### config.mk
export PLATFORM = sky130hd
export DESIGN_NAME = round_robin_task_queue_manager
export DESIGN_NICKNAME = d
export VERILOG_FILES = /design/src/sv/rrtq_pkg.sv /design/src/sv/round_robin_task_queue_manager.sv /design/src/sv/rrtq_queue.sv /design/src/sv/rrtq_engine.sv
export SDC_FILE = /design/constraint.sdc
export NUM_CORES = 1
export LEC_CHECK = 0
export BUFFER_PORTS_ARGS = -buffer_cell sky130_fd_sc_hd__buf_2
export CAP_MARGIN = 20
export CORE_UTILIZATION = 55
export CTS_CLUSTER_DIAMETER = 200
export CTS_CLUSTER_SIZE = 16
export DETAILED_ROUTE_END_ITERATION = 7
export PLACE_DENSITY_LB_ADDON = 0.12
export RECOVER_POWER = 100
export SLEW_MARGIN = 20
export SYNTH_ARGS = -nofsm -noshare
export SYNTH_HDL_FRONTEND = slang
export SYNTH_HIERARCHICAL = 1
export SYNTH_SLANG_ARGS = --single-unit
### constraint.sdc
create_clock -name clk -period 9.4 [get_ports clk]
set_input_delay 1.41 -clock clk [delete_from_list [all_inputs] [get_ports clk]]
set_output_delay 1.41 -clock clk [all_outputs]
set_load 0.005 [all_outputs]
### src/sv/rrtq_pkg.sv
// rrtq_pkg: shared types and constants for the round-robin task queue manager.
// No dependencies.
package rrtq_pkg;

    localparam int MAX_TASKS = 16;

    typedef enum logic [2:0] {
        CMD_CREATE = 3'd0,
        CMD_YIELD  = 3'd1,
        CMD_BLOCK  = 3'd2,
        CMD_EXIT   = 3'd3,
        CMD_KILL   = 3'd4,
        CMD_REAP   = 3'd5
    } cmd_t;

    localparam logic [1:0] ST_RUNNING = 2'd0;
    localparam logic [1:0] ST_READY   = 2'd1;
    localparam logic [1:0] ST_BLOCKED = 2'd2;
    localparam logic [1:0] ST_EXITED  = 2'd3;

    localparam logic [1:0] STS_OK        = 2'd0;
    localparam logic [1:0] STS_NOT_FOUND = 2'd1;
    localparam logic [1:0] STS_FULL      = 2'd2;

    typedef struct packed {
        logic [2:0] command;
        logic [3:0] target_id;
    } req_t;

    typedef struct packed {
        logic [1:0] status;
        logic [3:0] task_id;
        logic [3:0] prev_id;
        logic       switched;
        logic       valid_res;
        logic       last;
    } res_t;

endpackage

### src/sv/round_robin_task_queue_manager.sv
// round_robin_task_queue_manager: top level, front request path and back engine.
// Depends on rrtq_pkg, rrtq_queue, rrtq_engine.
//
// Usage: drive req (command, target_id) and raise start; the request is taken
// at a rising edge with start high and busy low. Results appear on res for
// exactly one cycle each, marked by done; res.last flags the final one of a
// request. The receiver cannot stall, so results are never held back.
// Sequencing: create and unknown commands are answered straight from idle; yield
// and block go through the scheduler; exit and kill walk the ready then the wait
// list, one link a cycle (a kill of the current task also schedules).
// Reap gives its zombies one result a cycle.
// The front queue holds requests while the engine walks a list; busy rises
// when it is full. One request at a time is worked on by the engine.
// Reset: task 0 running as the idle task, all other slots exited, lists
// empty, next id 1. Link storage is not cleared; it is written before read.
module round_robin_task_queue_manager (
    input  logic            clk,
    input  logic            rst_n,
    input  logic            start,
    input  rrtq_pkg::req_t  req,
    output logic            busy,
    output logic            done,
    output rrtq_pkg::res_t  res
);
    logic            q_full, q_ne, q_pop;
    rrtq_pkg::req_t  q_head;
    logic            eng_idle;

    assign busy = q_full;

    // front: request queue decoupling acceptance from execution
    rrtq_queue #(.DEPTH(2)) u_queue (
        .clk(clk), .rst_n(rst_n),
        .push(start), .push_data(req), .full(q_full),
        .pop(q_pop), .not_empty(q_ne), .head(q_head)
    );

    // back: table, lists and sequencer
    rrtq_engine u_engine (
        .clk(clk), .rst_n(rst_n),
        .req_valid(q_ne), .req(q_head), .req_pop(q_pop),
        .idle(eng_idle), .res_strobe(done), .res(res)
    );

    assert property (@(posedge clk) disable iff (!rst_n) q_pop |-> eng_idle)
        else $error("pop while engine busy");
    assert property (@(posedge clk) disable iff (!rst_n) (done && !res.last) |=> done)
        else $error("result burst broken");
    assert property (@(posedge clk) disable iff (!rst_n)
        (done && res.status == rrtq_pkg::STS_FULL) |-> !res.valid_res)
        else $error("full status with valid id");
endmodule

### src/sv/rrtq_queue.sv
// rrtq_queue: small request FIFO between the front and back parts.
// Depends on rrtq_pkg.
module rrtq_queue #(
    parameter int DEPTH = 2
) (
    input  logic            clk,
    input  logic            rst_n,
    input  logic            push,
    input  rrtq_pkg::req_t  push_data,
    output logic            full,
    input  logic            pop,
    output logic            not_empty,
    output rrtq_pkg::req_t  head
);
    localparam int AW = (DEPTH > 1) ? $clog2(DEPTH) : 1;

    rrtq_pkg::req_t   mem_reg [DEPTH];
    logic [AW-1:0]    wr_reg, rd_reg;
    logic [AW:0]      cnt_reg;

    assign full      = (cnt_reg == (AW+1)'(DEPTH));
    assign not_empty = (cnt_reg != '0);
    assign head      = mem_reg[rd_reg];

    always_ff @(posedge clk)
    begin
        if (push && !full)
        begin
            mem_reg[wr_reg] <= push_data;
        end
    end

    always_ff @(posedge clk or negedge rst_n)
    begin
        if (!rst_n)
        begin
            wr_reg  <= '0;
            rd_reg  <= '0;
            cnt_reg <= '0;
        end
        else
        begin
            if (push && !full)
            begin
                wr_reg <= (wr_reg == AW'(DEPTH-1)) ? '0 : wr_reg + 1'b1;
            end
            if (pop && not_empty)
            begin
                rd_reg <= (rd_reg == AW'(DEPTH-1)) ? '0 : rd_reg + 1'b1;
            end
            cnt_reg <= cnt_reg + (AW+1)'(push && !full) - (AW+1)'(pop && not_empty);
        end
    end

    assert property (@(posedge clk) disable iff (!rst_n) cnt_reg <= (AW+1)'(DEPTH))
        else $error("queue count overflow");
    assert property (@(posedge clk) disable iff (!rst_n) full |-> not_empty)
        else $error("full but empty");
    assert property (@(posedge clk) disable iff (!rst_n)
        (push && !full && !pop) |=> cnt_reg == $past(cnt_reg) + 1'b1)
        else $error("push lost");
endmodule

### src/sv/rrtq_engine.sv
// rrtq_engine: back part; task state table, linked lists and command sequencer.
// Depends on rrtq_pkg.
module rrtq_engine (
    input  logic            clk,
    input  logic            rst_n,
    input  logic            req_valid,
    input  rrtq_pkg::req_t  req,
    output logic            req_pop,
    output logic            idle,
    output logic            res_strobe,
    output rrtq_pkg::res_t  res
);
    localparam int MAX_TASKS = rrtq_pkg::MAX_TASKS;
    localparam int SW = (MAX_TASKS > 1) ? $clog2(MAX_TASKS) : 1;
    localparam int ID_LIMIT = (MAX_TASKS < 16) ? MAX_TASKS : 16;
    localparam logic [4:0] NUL = 5'd31;

    typedef enum logic [3:0] {
        S_IDLE, S_PRE, S_SCHED, S_FIND, S_RWALK, S_WWALK, S_KDONE, S_REAP
    } state_t;

    state_t         state_reg;
    logic [1:0]     ts_reg [MAX_TASKS];
    logic [4:0]     lnk_reg [MAX_TASKS];
    logic [4:0]     rh_reg, rt_reg, wh_reg, wt_reg, zh_reg, zt_reg;
    logic [3:0]     run_reg;
    logic [4:0]     idc_reg;
    logic [3:0]     tgt_reg;
    logic [4:0]     cur_reg, prv_reg;
    logic [6:0]     n_reg;
    logic           found_reg;
    logic           kexit_reg;
    rrtq_pkg::res_t res_reg;
    logic           stb_reg;

    assign res        = res_reg;
    assign res_strobe = stb_reg;
    assign idle       = (state_reg == S_IDLE);
    assign req_pop    = idle && req_valid;

    function automatic logic ok(input logic [4:0] v);
        ok = ({2'b0, v} < 7'(MAX_TASKS));
    endfunction

    function automatic rrtq_pkg::res_t mk(input logic [1:0] s, input logic [3:0] t,
        input logic [3:0] p, input logic sw, input logic v, input logic l);
        rrtq_pkg::res_t r;
        r.status = s; r.task_id = t; r.prev_id = p;
        r.switched = sw; r.valid_res = v; r.last = l;
        mk = r;
    endfunction

    logic [4:0] rd_link;
    assign rd_link = lnk_reg[cur_reg[SW-1:0]];

    logic       exit_walk;
    assign exit_walk = (req.command == rrtq_pkg::CMD_EXIT) && ok({1'b0, run_reg});

    always_ff @(posedge clk or negedge rst_n)
    begin
        logic [4:0] h, t, nx, prev5, nxt;
        logic [1:0] st;
        if (!rst_n)
        begin
            state_reg <= S_IDLE;
            for (int i = 0; i < MAX_TASKS; i++)
            begin
                ts_reg[i] <= (i == 0) ? rrtq_pkg::ST_RUNNING : rrtq_pkg::ST_EXITED;
            end
            rh_reg <= NUL; rt_reg <= NUL; wh_reg <= NUL; wt_reg <= NUL;
            zh_reg <= NUL; zt_reg <= NUL;
            run_reg <= '0;
            idc_reg <= 5'd1;
            stb_reg <= 1'b0;
            tgt_reg <= '0; cur_reg <= NUL; prv_reg <= NUL;
            n_reg <= '0; found_reg <= 1'b0; kexit_reg <= 1'b0;
            res_reg <= '0;
        end
        else
        begin
            stb_reg <= 1'b0;
            case (state_reg)
            S_IDLE:
            begin
                if (req_valid)
                begin
                    tgt_reg <= exit_walk ? run_reg : req.target_id;
                    kexit_reg <= exit_walk;
                    case (req.command)
                    rrtq_pkg::CMD_CREATE:
                    begin
                        stb_reg <= 1'b1;
                        if (idc_reg >= 5'(ID_LIMIT))
                        begin
                            res_reg <= mk(rrtq_pkg::STS_FULL, 4'd0, 4'd0, 1'b0, 1'b0, 1'b1);
                        end
                        else
                        begin
                            idc_reg <= idc_reg + 5'd1;
                            ts_reg[idc_reg[SW-1:0]] <= rrtq_pkg::ST_READY;
                            lnk_reg[idc_reg[SW-1:0]] <= NUL;
                            if (rh_reg == NUL || !ok(rt_reg))
                                rh_reg <= idc_reg;
                            else
                                lnk_reg[rt_reg[SW-1:0]] <= idc_reg;
                            rt_reg <= idc_reg;
                            res_reg <= mk(rrtq_pkg::STS_OK, idc_reg[3:0], 4'd0, 1'b0, 1'b1,
                                          1'b1);
                        end
                    end
                    rrtq_pkg::CMD_YIELD: state_reg <= S_SCHED;
                    rrtq_pkg::CMD_BLOCK, rrtq_pkg::CMD_EXIT:
                    begin
                        if (ok({1'b0, run_reg}))
                        begin
                            ts_reg[run_reg[SW-1:0]] <= (req.command == rrtq_pkg::CMD_BLOCK)
                                ? rrtq_pkg::ST_BLOCKED : rrtq_pkg::ST_EXITED;
                        end
                        if (exit_walk)
                        begin
                            cur_reg <= rh_reg; prv_reg <= NUL; n_reg <= '0;
                            state_reg <= S_RWALK;
                        end
                        else
                            state_reg <= S_SCHED;
                    end
                    rrtq_pkg::CMD_KILL:
                    begin
                        found_reg <= 1'b0;
                        cur_reg <= rh_reg; prv_reg <= NUL; n_reg <= '0;
                        state_reg <= S_RWALK;
                    end
                    rrtq_pkg::CMD_REAP:
                    begin
                        if (!ok(zh_reg))
                        begin
                            stb_reg <= 1'b1;
                            res_reg <= mk(rrtq_pkg::STS_OK, 4'd0, 4'd0, 1'b0, 1'b0, 1'b1);
                        end
                        else
                        begin
                            n_reg <= '0;
                            state_reg <= S_REAP;
                        end
                    end
                    default:
                    begin
                        stb_reg <= 1'b1;
                        res_reg <= mk(rrtq_pkg::STS_OK, 4'd0, 4'd0, 1'b0, 1'b0, 1'b1);
                    end
                    endcase
                end
            end
            // walk the ready list removing tgt; then the wait list
            S_RWALK, S_WWALK:
            begin
                if (n_reg < 7'(MAX_TASKS) && ok(cur_reg) && cur_reg != {1'b0, tgt_reg})
                begin
                    prv_reg <= cur_reg;
                    cur_reg <= rd_link;
                    n_reg <= n_reg + 7'd1;
                end
                else
                begin
                    if (n_reg < 7'(MAX_TASKS) && ok(cur_reg))
                    begin
                        found_reg <= 1'b1;
                        if (state_reg == S_RWALK)
                        begin
                            if (prv_reg == NUL) rh_reg <= rd_link;
                            else lnk_reg[prv_reg[SW-1:0]] <= rd_link;
                            if (rt_reg == cur_reg) rt_reg <= prv_reg;
                        end
                        else
                        begin
                            if (prv_reg == NUL) wh_reg <= rd_link;
                            else lnk_reg[prv_reg[SW-1:0]] <= rd_link;
                            if (wt_reg == cur_reg) wt_reg <= prv_reg;
                        end
                    end
                    if (state_reg == S_RWALK)
                    begin
                        cur_reg <= wh_reg; prv_reg <= NUL; n_reg <= '0;
                        state_reg <= S_WWALK;
                    end
                    else
                        state_reg <= kexit_reg ? S_SCHED : S_KDONE;
                end
            end
            S_KDONE:
            begin
                if (!found_reg || !ok({1'b0, tgt_reg}))
                begin
                    stb_reg <= 1'b1;
                    res_reg <= mk(rrtq_pkg::STS_NOT_FOUND, 4'd0, 4'd0, 1'b0, 1'b0, 1'b1);
                    state_reg <= S_IDLE;
                end
                else
                begin
                    ts_reg[tgt_reg[SW-1:0]] <= rrtq_pkg::ST_EXITED;
                    if (tgt_reg == run_reg)
                        state_reg <= S_SCHED;
                    else
                    begin
                        lnk_reg[tgt_reg[SW-1:0]] <= NUL;
                        if (zh_reg == NUL || !ok(zt_reg)) zh_reg <= {1'b0, tgt_reg};
                        else lnk_reg[zt_reg[SW-1:0]] <= {1'b0, tgt_reg};
                        zt_reg <= {1'b0, tgt_reg};
                        stb_reg <= 1'b1;
                        res_reg <= mk(rrtq_pkg::STS_OK, 4'd0, 4'd0, 1'b0, 1'b0, 1'b1);
                        state_reg <= S_IDLE;
                    end
                end
            end
            S_SCHED:
            begin
                stb_reg <= 1'b1;
                state_reg <= S_IDLE;
                if (!ok(rh_reg) || rh_reg == {1'b0, run_reg})
                begin
                    res_reg <= mk(rrtq_pkg::STS_OK, run_reg, run_reg, 1'b0, 1'b1, 1'b1);
                end
                else
                begin
                    // pop head, then file outgoing task; head link read first
                    h = rh_reg; t = rt_reg;
                    nx = lnk_reg[rh_reg[SW-1:0]];
                    st = ok({1'b0, run_reg}) ? ts_reg[run_reg[SW-1:0]] : rrtq_pkg::ST_READY;
                    nxt = nx;
                    if (st == rrtq_pkg::ST_RUNNING && ok({1'b0, run_reg}))
                    begin
                        // append run to ready, then pop head
                        ts_reg[run_reg[SW-1:0]] <= rrtq_pkg::ST_READY;
                        lnk_reg[run_reg[SW-1:0]] <= NUL;
                        if (!ok(t)) nxt = {1'b0, run_reg};
                        else if (t == h) nxt = {1'b0, run_reg};
                        else lnk_reg[t[SW-1:0]] <= {1'b0, run_reg};
                        rh_reg <= nxt;
                        rt_reg <= {1'b0, run_reg};
                    end
                    else
                    begin
                        rh_reg <= nx;
                        if (nx == NUL) rt_reg <= NUL;
                        if (ok({1'b0, run_reg}) && st == rrtq_pkg::ST_BLOCKED)
                        begin
                            lnk_reg[run_reg[SW-1:0]] <= NUL;
                            if (wh_reg == NUL || !ok(wt_reg)) wh_reg <= {1'b0, run_reg};
                            else lnk_reg[wt_reg[SW-1:0]] <= {1'b0, run_reg};
                            wt_reg <= {1'b0, run_reg};
                        end
                        if (ok({1'b0, run_reg}) && st == rrtq_pkg::ST_EXITED)
                        begin
                            lnk_reg[run_reg[SW-1:0]] <= NUL;
                            if (zh_reg == NUL || !ok(zt_reg)) zh_reg <= {1'b0, run_reg};
                            else lnk_reg[zt_reg[SW-1:0]] <= {1'b0, run_reg};
                            zt_reg <= {1'b0, run_reg};
                        end
                    end
                    prev5 = {1'b0, run_reg};
                    ts_reg[h[SW-1:0]] <= rrtq_pkg::ST_RUNNING;
                    run_reg <= h[3:0];
                    res_reg <= mk(rrtq_pkg::STS_OK, h[3:0], prev5[3:0], 1'b1, 1'b1, 1'b1);
                end
            end
            S_REAP:
            begin
                zh_reg <= lnk_reg[zh_reg[SW-1:0]];
                if (lnk_reg[zh_reg[SW-1:0]] == NUL) zt_reg <= NUL;
                n_reg <= n_reg + 7'd1;
                stb_reg <= 1'b1;
                if (n_reg + 7'd1 >= 7'(ID_LIMIT) || !ok(lnk_reg[zh_reg[SW-1:0]]))
                begin
                    res_reg <= mk(rrtq_pkg::STS_OK, zh_reg[3:0], 4'd0, 1'b0, 1'b1, 1'b1);
                    state_reg <= S_IDLE;
                end
                else
                    res_reg <= mk(rrtq_pkg::STS_OK, zh_reg[3:0], 4'd0, 1'b0, 1'b1, 1'b0);
            end
            default: state_reg <= S_IDLE;
            endcase
        end
    end

    assert property (@(posedge clk) disable iff (!rst_n)
        (stb_reg && res_reg.last) |-> state_reg == S_IDLE)
        else $error("last result while still working");
    assert property (@(posedge clk) disable iff (!rst_n)
        (rh_reg == NUL) == (rt_reg == NUL))
        else $error("ready list ends disagree");
    assert property (@(posedge clk) disable iff (!rst_n)
        (zh_reg == NUL) == (zt_reg == NUL))
        else $error("zombie list ends disagree");
    assert property (@(posedge clk) disable iff (!rst_n)
        (stb_reg && res_reg.switched) |-> res_reg.task_id != res_reg.prev_id)
        else $error("switch to same task");
endmodule
==> qor.csv, run 1 <==
stage;metric;value;unit
sta;drv_slew;121;
power_and_ir_drop;ir_drop;181;uV
setup_path;rr_worst_depth;8;
clock_tree;numCtsBuffers;17;
route;via_per_inst;7.23;
clock_tree;clk_pin_slew;0.07;ns
route;num_vias;12200;
die;fp.coreArea;25100;um2
route;dr.first_iter.drc_count;1677;
hold_path;holdCritPathClass;reg2reg;
logic_synthesis;yosys.area.top_type_share;20.1;%
clock_tree;postCtsResizedCells;0;
cells_and_area;largest_reg_flops;80;
logic_synthesis;netlist_area;14100;um2
logic_synthesis;ys_async_sr_fraction;55.0;%
global_route;grtUsageTotal;36.9;%
clock_tree;clockRootBuffer;clkbuf_16;
logic_synthesis;netlist_instances;1380;
global_route;grt_pass1_vias;11500;
die;design.die.area;26200;um2
power_and_ir_drop;p_leak;5.08;nW
logic_synthesis;syn-num-nets;1399;
sta;fin_crit_sh;71.0;%
logic_synthesis;synth-seq-cells;209;
logic_synthesis;synth_cell_types;78;
setup_path;endpoint_kind;flop;
sta;slew_headroom;-115;%
cells_and_area;postLayoutCellArea;14700;um2
clock_tree;clk_latency;0.51;ns
sta;finalSetupViolations;0;
placed_design;gp_congestion;1.03;
clock_tree;cts_buffer_depth;3;
clock_tree;cts_tree;built;
placed_design;io_buffers;24;
sta;rsz0062_at_grt;false;
route;drc;0;
logic_synthesis;ys.flop_type;edfxtp_1;
run;maxCapViolCount;4;
clock_tree;post_cts_buffers;0;
run_status;outcome;finished with violations;
clock_tree;cts_hold_buf;0;
sta;timing.fmax;150;MHz
run_status;violations;capacitance limit, slew limit;
logic_synthesis;synth_warnings;6;
die;ioPinCount;25;
setup_path;cp.buffers_inverters;2;
placed_design;post-dp-hpwl;33.2;mm
setup_path;worstSetupPathType;in2reg;
setup_path;cp_max_fo;60;
route;drt_wl_total;47.5;mm
setup_path;crit_chain;clkbuf_1, clkbuf_1, nand3b_1, nor2_1, a311oi_1, o22ai_1, a22o_1;
logic_synthesis;synth_most_common_cell;a21oi_1;
cells_and_area;area_growth;4.65;%
route;dr.pass1.iters;6;
hold_path;hold_depth;2;
logic_synthesis;synth_edf_count;94;
power_and_ir_drop;power.density;332;nW/um2
setup_path;crit_family;buffers and inverters;
cells_and_area;final_nets;1361;
sta;final_hold_viol_count;0;
die;die_y;162;um
global_route;grt_pass1_wl;72.1;mm
die;num_rows;58;
clock_tree;h-tree-depth;1;
logic_synthesis;netlist_top_cells_count;a21oi_1, nand2_1, o21ai_0;
setup_path;cp-start-kind;primary input;
setup_path;worstPathRequired;9.59;ns
setup_path;crit_arrival;6.86;ns
logic_synthesis;yosys.area.top_type;edfxtp_1;
die;die_x;162;um
die;initial_core_util;56.0;%
sta;fin_crit;6.67;ns
sta;fin_worst_skew;0.0193;ns
global_route;grt_antenna_before_repair;1;
clock_tree;cts.sink_count;209;
setup_path;crit_top_cell;clkbuf_1;
setup_path;critPathSlowestCell;clkbuf_1;
global_route;grt.overflow.total;0;
route;wire_per_inst;28.2;um
logic_synthesis;synth_area_leaders;edfxtp_1, dfstp_2, mux4_2;
placed_design;place_area;14300;um2
setup_path;cp.depth;7;
logic_synthesis;ys_seq_area_share;41.1;%
logic_synthesis;synth.avg_cell_area;10.2;um2
global_route;grt_max_degree;61;
cells_and_area;drive_gt1_share;19.4;%
sta;tightest_slew;3.22;ns
route;antenna_left;0;
setup_path;cp_slowest_stage_delay;2.33;ns
sta;setup_tns;0;ns
## metal layers
metal / global-route usage (%) / routed length, um / up-vias
li1: - / - / 5234
met1: 48.6 / 17700 / 5920
met2: 57.4 / 21700 / 821
met3: 7.12 / 4940 / 199
met4: 20.9 / 3120 / 0
met5: 0 / 0 / -
## layout by cell type, fill, tap and decap left out, drive strengths merged, types with 5 or more instances in the layout
cell / instances
a21o: 8
a21oi: 171
a221o: 5
a22o: 37
a22oi: 5
a31oi: 39
a41oi: 8
and2: 7
and3: 9
buf: 27
clkbuf: 52
dfrtp: 44
dfstp: 71
edfxtp: 94
ha: 9
inv: 17
mux2: 25
mux2i: 10
mux4: 83
nand2: 142
nand2b: 21
nand3: 21
nand4: 9
nor2: 107
nor2b: 15
nor3: 46
nor4: 6
o211ai: 14
o21ai: 110
o221ai: 9
o22a: 7
o22ai: 31
xnor2: 26
xor2: 15
## per-stage QoR
step	cells	setup slack, ns	hold WS, ns	power [mW]	util (%)
2_1_floorplan	1380	6.00	0.456	3.29	-
3_3_place_gp	1653	4.68	0.450	4.10	57.0
3_5_place_dp	1653	4.44	0.460	4.12	57.0
4_1_cts	1683	4.42	0.482	4.82	59.0
5_1_grt	1683	2.02	0.505	5.10	58.6
6_report	1684	2.73	0.482	4.88	58.6
## power breakdown
part	internal [mW]	leakage, nW	switching [mW]
Sequential	1.25	2.22	0.395
Combinational	0.930	2.62	1.61
Clock	0.347	0.237	0.346
## tightest hold or removal path, cell delays in order, from the launching register on
cell     delay [ns]
dfrtp_1        0.34
nand2_1        0.05
nand2_1        0.06
## path summary, 6_finish.rpt
check / startpoint / to / slack, ns
max in group asynchronous: rst_n / u_engine/res[11] / 4.55
worst min register to register: u_engine/res[5] / u_engine/res[5] / 0.48
min in group asynchronous: rst_n / u_queue/cnt_reg[1] / 1.10
worst max-delay path: rst_n / u_engine/lnk_reg[14][3] / 2.73
worst min-delay path: u_engine/res[5] / u_engine/res[5] / 0.48
worst max register to register: u_engine/run_reg[1] / u_engine/lnk_reg[4][3] / 3.38
## final cells by class
class,instances,area (um2)
Clock buffer,28,468
Antenna cell,1,2.50
Tap cell,330,413
Fill cell,2208,10400
Multi-Input combinational cell,1046,7700
Inverter,17,63.8
Clock inverter,2,25.0
Sequential cell,209,5790
Timing Repair Buffer,51,265
## logic make-up (layout without fill, tap and decap cells)
kind of cell,after synthesis,after routing,synth area share (%)
XOR/XNOR,41,41,2.55
flip-flops,209,209,41.1
adder cells (fa/ha/maj),9,9,0.800
other,0,1,0
buffers and inverters,125,98,4.08
multiplexers,118,118,16.1
AND/OR/NAND/NOR,397,397,13.8
AO/OA/AOI/OAI,481,481,21.5
Note: power is estimated with default switching activity, not from simulation.
==> run 2, diff against run 1 <==
==> constraint.sdc (replaced) <==
create_clock -name clk -period 5.6 [get_ports clk]
set_input_delay 0.84 -clock clk [delete_from_list [all_inputs] [get_ports clk]]
set_output_delay 0.84 -clock clk [all_outputs]
set_load 0.005 [all_outputs]
==> qor.csv, run 2 (synthesis results as in run 1) <==
stage;metric;value;unit
cells_and_area;area_growth;5.00;%
hold_path;holdCritPathClass;reg2reg;
sta;drv_slew;79;
power_and_ir_drop;ir_drop;388;uV
die;die_y;162;um
clock_tree;cts_tree;built;
setup_path;worstPathRequired;5.80;ns
run;maxCapViolCount;2;
clock_tree;h-tree-depth;1;
cells_and_area;multi_input_area;7700;um2
setup_path;endpoint_kind;flop;
placed_design;dp_cells;1657;
setup_path;critPathSlowestCell;dfrtp_1;
placed_design;io_buffers;24;
die;ioPinCount;25;
setup_path;cp.buffers_inverters;0;
sta;setup_tns;0;ns
global_route;grt_antenna_before_repair;0;
sta;fin_crit;4.74;ns
route;drc;0;
clock_tree;cts_buffer_depth;3;
clock_tree;post_cts_buffers;0;
sta;tightest_slew;3.09;ns
setup_path;cp_slowest_stage_delay;0.75;ns
die;initial_core_util;56.0;%
route;wire_per_inst;27.8;um
placed_design;gp_congestion;1.04;
run_status;outcome;finished with violations;
cells_and_area;mostFrequentLayoutCell;a21oi_1;
route;dr.first_iter.drc_count;1829;
die;design.die.area;26200;um2
setup_path;cp-start-kind;flop;
cells_and_area;seqCellArea;5790;um2
route;dr.pass1.iters;6;
cells_and_area;final_cell_mix;a21oi_1, nand2_1, o21ai_0;
cells_and_area;drive_gt1_share;20.2;%
global_route;grt.overflow.total;0;
power_and_ir_drop;p_leak;5.12;nW
clock_tree;cts.sink_count;209;
placed_design;post-dp-hpwl;33.5;mm
run_status;violations;capacitance limit, slew limit;
clock_tree;clockRootBuffer;clkbuf_16;
setup_path;crit_chain;mux4_1, a22oi_1, nand2_1, nand4b_1, o311ai_0, o22ai_1, nor3_4, a22o_1;
route;drt_wl_total;47.0;mm
setup_path;worstSetupPathType;reg2reg;
clock_tree;postCtsResizedCells;0;
cells_and_area;final_cell_count_no_fill;1687;
sta;rsz0062_at_grt;false;
route;antenna_left;0;
setup_path;crit_arrival;4.94;ns
cells_and_area;n_fill_cell;2222;
clock_tree;cts_hold_buf;0;
sta;timing.fmax;211;MHz
die;num_rows;58;
sta;fin_worst_skew;0.0178;ns
route;num_vias;12400;
route;via_per_inst;7.32;
setup_path;crit_family;simple AND/OR/NAND/NOR gates;
sta;final_hold_viol_count;0;
die;die_x;162;um
die;fp.coreArea;25100;um2
clock_tree;clk_latency;0.51;ns
global_route;grtUsageTotal;36.3;%
clock_tree;clk_pin_slew;0.08;ns
cells_and_area;antenna_cells_inserted;0;
power_and_ir_drop;power.density;549;nW/um2
sta;slew_headroom;-106;%
setup_path;cp_max_fo;24;
sta;fin_crit_sh;84.6;%
global_route;grt_pass1_vias;11700;
cells_and_area;largest_reg_flops;80;
sta;finalSetupViolations;0;
cells_and_area;final_nets;1365;
global_route;grt_max_degree;56;
global_route;grt_pass1_wl;71.3;mm
clock_tree;numCtsBuffers;17;
## run 2: report_power, final
group | internal (mW) | switching [mW]
sequential | 2.10 | 0.619
combinational | 1.56 | 2.68
clock | 0.581 | 0.573
total | 4.24 | 3.87
## run 2: layout make-up
cell class	count	area share, %
clock buffers	28	3.16
clock inverters	2	0.169
inverters	17	0.432
multi-input cells	1046	52.1
flip-flops and latches	209	39.2
well taps	330	2.79
repair buffers	55	2.14
## run 2: final timing paths
path | start | endpoint | slack (ns) | depth (start not counted)
max | u_engine/run_reg[0] | u_engine/lnk_reg[13][2] | 0.86 | 8
min | u_engine/res[5] | u_engine/res[5] | 0.48 | 2
max reg2reg | u_engine/run_reg[0] | u_engine/lnk_reg[13][2] | 0.86 | 8
min reg2reg | u_engine/res[5] | u_engine/res[5] | 0.48 | 2
max in group asynchronous | rst_n | u_engine/tgt_reg[3] | 0.88 | 3
min in group asynchronous | rst_n | u_engine/rh_reg[1] | 1.01 | 1
## run 2: stage by stage
step	utilization, %	hold WS (ns)	worst slack [ns]	cell area (um2)	total power [mW]
4_1_cts	59.1	0.444	0.965	14800	8.02
3_5_place_dp	57.1	0.458	1.04	14300	6.85
2_1_floorplan	-	0.456	2.33	14100	5.52
6_report	58.8	0.478	0.860	14800	8.11
5_1_grt	58.8	0.497	0.279	14800	8.47
3_3_place_gp	57.1	0.447	1.16	14300	6.78
## run 2: worst min-delay path, delay by kind of cell (launching register included)
| kind | cells | cell delay [ns] |
|---|---|---|
| flops | 1 | 0.34 |
| simple gates | 2 | 0.11 |
## run 2: metal layers
layer	GRT usage (%)	wire length, um	up-vias
li1	-	-	5231
met1	48.2	17700	5991
met2	57.3	21500	928
met3	5.72	4890	205
met4	19.6	2880	0
met5	0	0	-
==> run 3, diff against run 2 <==
--- a/config.mk
+++ b/config.mk
@@ -5,6 +5,7 @@
 export SDC_FILE = /design/constraint.sdc
 export NUM_CORES = 1
 export LEC_CHECK = 0
+export ABC_AREA = 1
 export BUFFER_PORTS_ARGS = -buffer_cell sky130_fd_sc_hd__buf_2
 export CAP_MARGIN = 20
 export CORE_UTILIZATION = 55
==> constraint.sdc (replaced) <==
create_clock -name clk -period 3.8 [get_ports clk]
set_input_delay 0.57 -clock clk [delete_from_list [all_inputs] [get_ports clk]]
set_output_delay 0.57 -clock clk [all_outputs]
set_load 0.005 [all_outputs]
==> qor.csv, run 3 <==
stage;metric;value;unit
setup_path;cp-start-kind;flop;
placed_design;io_buffers;24;
clock_tree;numCtsBuffers;17;
sta;fin_crit_sh;96.3;%
clock_tree;cts_buffer_depth;3;
sta;final_hold_viol_count;0;
logic_synthesis;synth_cell_types;66;
die;ioPinCount;25;
power_and_ir_drop;p_leak;6.72;nW
setup_path;endpoint_kind;flop;
logic_synthesis;synth_warnings;6;
global_route;grt_pass1_vias;15000;
run;maxCapViolCount;2;
logic_synthesis;synth.avg_cell_area;7.11;um2
power_and_ir_drop;ir_drop;589;uV
route;dr.pass1.iters;6;
logic_synthesis;netlist_top_cells_count;nand2_1, o21ai_0, inv_1;
route;dr.first_iter.drc_count;2618;
power_and_ir_drop;intPower;6.28;mW
logic_synthesis;synth_edf_count;94;
logic_synthesis;yosys.area.top_type_share;18.2;%
clock_tree;clk_latency;0.51;ns
power_and_ir_drop;power.density;851;nW/um2
sta;worst_slack;0.140;ns
sta;finalSetupViolations;0;
logic_synthesis;yosys.area.top_type;edfxtp_1;
global_route;grt_max_degree;72;
logic_synthesis;netlist_area;15500;um2
route;antenna_left;0;
placed_design;post-dp-hpwl;44.6;mm
logic_synthesis;synth-seq-cells;209;
route;via_per_inst;6.45;
sta;slew_headroom;-55.6;%
cells_and_area;final_nets;2195;
clock_tree;cts_tree;built;
die;design.die.area;28800;um2
global_route;global_route.usage.met3;6.13;%
run_status;violations;capacitance limit, slew limit;
global_route;grt.overflow.total;0;
sta;tightest_slew;2.33;ns
setup_path;crit_arrival;4.03;ns
cells_and_area;area_growth;6.07;%
cells_and_area;n_fill_cell;2688;
sta;drv_slew;105;
clock_tree;clk_pin_slew;0.08;ns
placed_design;dp_cells;2534;
clock_tree;clockRootBuffer;clkbuf_16;
global_route;grt_antenna_before_repair;0;
clock_tree;h-tree-depth;1;
sta;fin_crit;3.66;ns
power_and_ir_drop;power.switching;7.70;mW
logic_synthesis;syn-num-nets;2195;
hold_path;holdCritPathClass;in2reg;
global_route;grt_use_met1;55.3;%
route;drt_wl_total;60.3;mm
power_and_ir_drop;switching_share;55.1;%
die;num_rows;61;
logic_synthesis;synth_most_common_cell;nand2_1;
power_and_ir_drop;clockPowerShare;12.3;%
power_and_ir_drop;seqPwrFrac;27.9;%
clock_tree;post_cts_buffers;0;
logic_synthesis;ys.flop_type;edfxtp_1;
power_and_ir_drop;p_comb_share;59.8;%
cells_and_area;mostFrequentLayoutCell;nand2_1;
power_and_ir_drop;power.total;14.0;mW
clock_tree;cts.sink_count;209;
global_route;use_met2;65.1;%
setup_path;worstSetupPathType;reg2reg;
route;num_vias;16500;
placed_design;gp_congestion;1.06;
cells_and_area;drive_gt1_share;10.6;%
die;initial_core_util;55.9;%
placed_design;dp_slack;0.258;ns
sta;whs;0.252;ns
logic_synthesis;netlist_instances;2176;
global_route;grtUsageTotal;41.7;%
setup_path;cp_max_fo;43;
global_route;grt_busiest_layer;met2;
sta;setup_tns;0;ns
route;drc;0;
cells_and_area;largest_reg_flops;80;
global_route;grt_pass1_wl;90.6;mm
cells_and_area;final_cell_count_no_fill;2564;
sta;fin_worst_skew;0.0344;ns
run_status;outcome;finished with violations;
die;fp.coreArea;27700;um2
logic_synthesis;ys_seq_area_share;37.4;%
setup_path;worstPathRequired;4.17;ns
die;die_y;170;um
sta;timing.fmax;273;MHz
sta;rsz0062_at_grt;false;
route;wire_per_inst;23.5;um
logic_synthesis;synth_area_leaders;edfxtp_1, dfstp_2, nand2_1;
cells_and_area;final_cell_mix;nand2_1, o21ai_0, inv_1;
logic_synthesis;ys_async_sr_fraction;55.0;%
die;die_x;170;um
cells_and_area;antenna_cells_inserted;0;
==> run 3: cell count changes after synthesis, sizes merged, moves of 19 or more <==
cell	previous run	this run
nand2	142	511
inv	15	241
o21ai	110	324
nand3	21	176
mux4	83	0
nor2	107	188
a22o	37	5
nor3	46	15
o21bai	2	32
a31oi	39	12
nand2b	21	0
buf	35	54
==> run 3: critical path, cell delays in order (launching register included) <==
cell and delay (ns):
dfstp_2 0.54, buf_4 0.33, clkinv_1 0.12, clkbuf_2 0.56, o21ai_0 0.36, a21oi_1 0.11, o311ai_0 0.35, clkbuf_1 0.43
nand3_1 0.23, nand2_1 0.14, inv_1 0.07, o21ai_0 0.13, o211ai_1 0.13
==> run 3: logic make-up after synthesis <==
logic type               after synthesis  share of synthesized area [%]
AO/OA/AOI/OAI                        646                           24.0
buffers and inverters                359                           9.66
multiplexers                          11                          0.768
adder cells (fa/ha/maj)                9                          0.728
flip-flops                           209                           37.4
AND/OR/NAND/NOR                      916                           25.9
XOR/XNOR                              26                           1.47
==> run 3: what timing repair did <==
item	4_1_cts	5_1_grt
hold buffers	1	0
hold endpoints to repair	4	0
gates resized for setup	0	0
==> run 3: power by group through the flow <==
stage	sequential (mW)	clock [mW]	combinational, mW
2_1_floorplan	3.47	0	5.62
3_3_place_gp	3.90	0	8.01
3_5_place_dp	3.90	0	8.08
4_1_cts	3.86	1.73	8.10
5_1_grt	3.93	1.80	8.95
6_report	3.90	1.71	8.36
==> run 3: stage by stage <==
stage          area (um2)  util [%]
6_report            16400      59.3
5_1_grt             16400      59.3
4_1_cts             16500      59.6
3_5_place_dp        16000      57.9
3_3_place_gp        16000      57.9
2_1_floorplan       15500         -
==> run 3: metal layers <==
| layer | share of wire (%) | routed length, um |
|---|---|---|
| met5 | 0 | 0 |
| met4 | 6.5 | 3900 |
| met3 | 10 | 6290 |
| met2 | 44 | 26500 |
| met1 | 39 | 23600 |
==> run 3: final timing paths <==
| kind | from | end | slack, ns | cells after the start |
|---|---|---|---|---|
| hold / removal | req[1] | u_queue/mem_reg[1][1] | 0.25 | 1 |
| setup reg to reg | u_engine/zh_reg[0] | u_engine/state_reg[2] | 0.14 | 12 |
| max in group asynchronous | rst_n | u_engine/res[4] | 0.82 | 3 |
| hold reg to reg | u_engine/ts_reg[1] | u_engine/ts_reg[1] | 0.48 | 2 |
| min in group asynchronous | rst_n | u_engine/res[2] | 0.48 | 2 |
| setup / recovery | u_engine/zh_reg[0] | u_engine/state_reg[2] | 0.14 | 12 |
==> run 3: final cells by class <==
type                    count  area, um2  area share [%]
clock buffers              28        467            2.84
clock inverters             1       16.3          0.0991
inverters                 245        927            5.65
multi-input cells        1608       8160            49.7
flip-flops and latches    209       5790            35.3
well taps                 378        473            2.88
repair buffers             95        583            3.55
